File: src/hw/rtl/rlsr_pkg.sv
package rlsr_pkg;

  localparam int unsigned DEPTH_DEF      = 256;
  localparam int unsigned VALUE_BITS_DEF = 32;

  typedef enum logic [1:0] {
    FUNC_INSERT  = 2'd0,
    FUNC_REMOVE  = 2'd1,
    FUNC_ADVANCE = 2'd2,
    FUNC_FIND    = 2'd3
  } func_t;

  typedef enum logic [1:0] {
    STAT_OK        = 2'd0,
    STAT_EMPTY     = 2'd1,
    STAT_FULL      = 2'd2,
    STAT_NOT_FOUND = 2'd3
  } status_t;

  typedef enum logic [1:0] {
    CELL_HOLD = 2'd0,
    CELL_PUSH = 2'd1,
    CELL_POP  = 2'd2,
    CELL_ROT  = 2'd3
  } cell_op_t;

  typedef enum logic [1:0] {
    ST_IDLE = 2'd0,
    ST_FIND = 2'd1,
    ST_RESP = 2'd2
  } state_t;

  typedef struct packed {
    logic [1:0]         func;
    logic signed [31:0] operand_value;
  } in_word_t;

  typedef struct packed {
    logic signed [31:0] head_value;
    logic               list_nonempty;
    logic [8:0]         entry_total;
    logic [1:0]         status;
    logic [7:0]         found_offset;
  } out_word_t;

endpackage

File: src/hw/rtl/rlsr_cell.sv
module rlsr_cell import rlsr_pkg::*; #(
  parameter int unsigned IDX        = 0,
  parameter int unsigned DEPTH      = DEPTH_DEF,
  parameter int unsigned VALUE_BITS = VALUE_BITS_DEF,
  localparam int unsigned CW        = $clog2(DEPTH + 1)
) (
  input  logic                  clk,
  input  cell_op_t              op,
  input  logic [CW-1:0]         count,
  input  logic [VALUE_BITS-1:0] left_d,
  input  logic [VALUE_BITS-1:0] right_d,
  input  logic [VALUE_BITS-1:0] head_d,
  output logic [VALUE_BITS-1:0] q
);

  localparam logic [CW-1:0] MY_IDX = CW'(IDX);

  logic [VALUE_BITS-1:0] val_r;
  logic [VALUE_BITS-1:0] val_nxt;
  logic                  is_tail;

  assign is_tail = (count == MY_IDX + CW'(1));

  always_comb begin
    unique case (op)
      CELL_HOLD: val_nxt = val_r;
      CELL_PUSH: val_nxt = left_d;
      CELL_POP:  val_nxt = right_d;
      CELL_ROT:  val_nxt = is_tail ? head_d : right_d;
      default:   val_nxt = val_r;
    endcase
  end

  always_ff @(posedge clk) begin
    val_r <= val_nxt;
  end

  assign q = val_r;

endmodule
File: config.mk
export PLATFORM = sky130hd
export DESIGN_NAME = rlsr_cell
export DESIGN_NICKNAME = d
export VERILOG_FILES = /design/src/hw/rtl/rlsr_pkg.sv /design/src/hw/rtl/rlsr_cell.sv
export SDC_FILE = /design/constraint.sdc
export NUM_CORES = 1
export LEC_CHECK = 0
export BUFFER_PORTS_ARGS = -buffer_cell sky130_fd_sc_hd__clkbuf_2
export CAP_MARGIN = 10
export CORE_ASPECT_RATIO = 0.7
export CORE_MARGIN = 2
export CORE_UTILIZATION = 40
export DETAILED_ROUTE_END_ITERATION = 12
export PLACE_DENSITY = 0.89
export SYNTH_ARGS = -nofsm -noshare
export SYNTH_HDL_FRONTEND = slang
export SYNTH_SLANG_ARGS = --single-unit
File: constraint.sdc
create_clock -name clk -period 1.74 [get_ports clk]
set_input_delay 0.087 -clock clk [delete_from_list [all_inputs] [get_ports clk]]
set_output_delay 0.087 -clock clk [all_outputs]
set_load 0.1 [all_outputs]
==> flow_summary.ini <==
[run_status]
status = finished clean

[floorplan]
dieArea_um2 = 5580
initial_utilization = 0.418
dieHeight_um = 63.1
core_region_area_um2 = 4780
pin_count = 140
die_x_um = 88.5
placementRows = 21

[layout]
drive_above_1_share = 0.450
largest_reg_flops = 32
nets = 445
final_area_um2 = 2840
area_growth_pct = 42.3
fin_cells = 407
diodes = 0
postLayoutCoreUtil = 0.594
nFillCells = 432

[synth]
synth-seq-area-share = 0.481
synth_cells = 201
synth_top_area_share = 0.481
synth_area_um2 = 2000
ys_seq_elements = 32
synth_nets = 309
synthTopCellsByArea = edfxtp_1 (48%), mux2i_1 (16%), o21ai_0 (10%)
ys_types = 17
yosysWarnings = 0
synth_top_area_cell = edfxtp_1
avgSynthCellArea_um2 = 9.93

[placement]
pre_cts_slack_ns = 0.315
post_dp_cell_area_um2 = 2760
routabilityCongestion = 0.753
dp_cells = 399
dpl.hpwl_mm = 4.01
io_buffers = 139

[sta]
whs_ns = 0.124
worst_slack_ns = 0.583
setup_viol = 0
fin_setup_tns_ns = 0
worstMarginPinSlew_ns = 0.765
finalCriticalPeriod_ns = 1.16
max_slew_margin = 0.490
hold_violations = 0
rsz0062_at_grt = no
slew_viol_final = 0
max_freq_ghz = 0.864
period_share = 0.665

[critical_path]
cp_max_fo = 1
end_kind = output pin
path_buf_inv = 1
critPathKind = reg2out
crit_required_ns = 1.65
slowest_delay_ns = 0.46
critPathTopFamily = buffers and inverters
crit_slowest_cell = clkbuf_2
start_kind = register
path_cells = clkbuf_2
cp_data_arrival_time_ns = 1.07

[cts]
cts_tree = built
hold_buffers = 0
ctsResizeCount = 0
cts_buffer_depth = 2
cts_buffers = 5
clock_sinks = 32
h-tree-depth = 2
clk_pin_slew_worst_paths_ns = 0.06
cts_root_buffer = clkbuf_8
post_cts_buffers = 0

[drt]
via_per_inst = 4.92
antenna_left = 0
num_vias = 2001
drt_first_iter_violations = 85
drt_first_pass_iters = 4
drc_errors = 0
routed_wl_mm = 5.27
wl_per_cell_um = 13.0

[min_path]
min_to = q[24]
hold_path.class = in2reg
min_path_cells = 3
hold_start = right_d[24]

[global_route]
grt_pass1_wl_mm = 8.21
grt_max_degree = 33
grt_usage = 0.188
grt_remaining_overflow = 0
antenna_found_initial = 0
grt_pass1_vias = 1918

[power_and_ir_drop]
p_leak_nw = 1.55
fin_total_pwr_mw = 2.58
ir_worst_vdd_uv = 387
power_density_nw_per_um2 = 909

[run]
cap_viol_max_count = 0
-- worst min-delay path, cell delays in order --
cell	delay (ns)
clkbuf_2	0.09
a21oi_1	0.05
o21ai_1	0.06
-- layer usage --
| layer | vias up | track usage | wire (µm) | share of wire |
|---|---|---|---|---|
| met2 | 106 | 0.336 | 2610 | 0.49 |
| li1 | 1001 | - | - | - |
| met1 | 888 | 0.214 | 2110 | 0.40 |
| met4 | 0 | 0.0530 | 42 | 0.0080 |
| met3 | 6 | 0.0564 | 505 | 0.096 |
| met5 | - | 0 | 0 | 0 |
-- cell families after synthesis --
| group | after synthesis | synth area share |
|---|---|---|
| flops | 32 | 0.481 |
| simple gates | 20 | 0.0746 |
| mux | 32 | 0.160 |
| compound gates | 83 | 0.208 |
| buf+inv | 34 | 0.0758 |
-- cells in the mapped netlist --
cell type and instances:
a21oi_1 13, and2b_1 1, buf_2 1, buf_6 3, clkbuf_1 11, edfxtp_1 32
inv_1 19, mux2i_1 32, nand2_1 1, nand3_4 1, nor2_1 1, nor2b_1 13
nor3b_1 1, nor4_4 1, o21ai_0 40, o21ai_1 30, or2_2 1
-- layout by cell type, fill, tap and decap left out, drive strengths merged --
cell type and n:
mux2i 32, nand2 1, nor2 1, edfxtp 32, nor2b 13, nor3b 1
clkinv 1, nand3 1, nor4 1, a21oi 13, clkbuf 146, and2b 1
buf 5, o21ai 70, inv 19, or2 1
-- power breakdown --
part | internal, mW | leakage, nW | total, mW | switching, mW
logic | 0.215 | 1.18 | 1.07 | 0.857
registers | 0.959 | 0.326 | 0.983 | 0.0248
clock network | 0.278 | 0.0399 | 0.528 | 0.250
-- cell type report --
type | instances | area, µm² | area share
timing repair buffer | 144 | 758 | 0.267
clock inverter | 1 | 3.75 | 0.00132
clock buffer | 7 | 76.3 | 0.0269
multi-input combinational | 135 | 885 | 0.311
inverter | 19 | 71.3 | 0.0251
tap | 69 | 86.3 | 0.0304
sequential | 32 | 961 | 0.338
-- how the worst max path moves through the flow --
stage,startpoint,end,slack [ns],depth (start not counted)
4_1_cts,q[14],q[14],0.56,1
2_1_floorplan,op[1],q[0],0.32,3
6_report,q[15],q[15],0.58,1
5_1_grt,op[1],q[19],0.50,5
3_3_place_gp,op[1],q[20],0.35,5
3_5_place_dp,op[1],q[8],0.32,2
No activity file was read; power rests on OpenSTA's default activity.
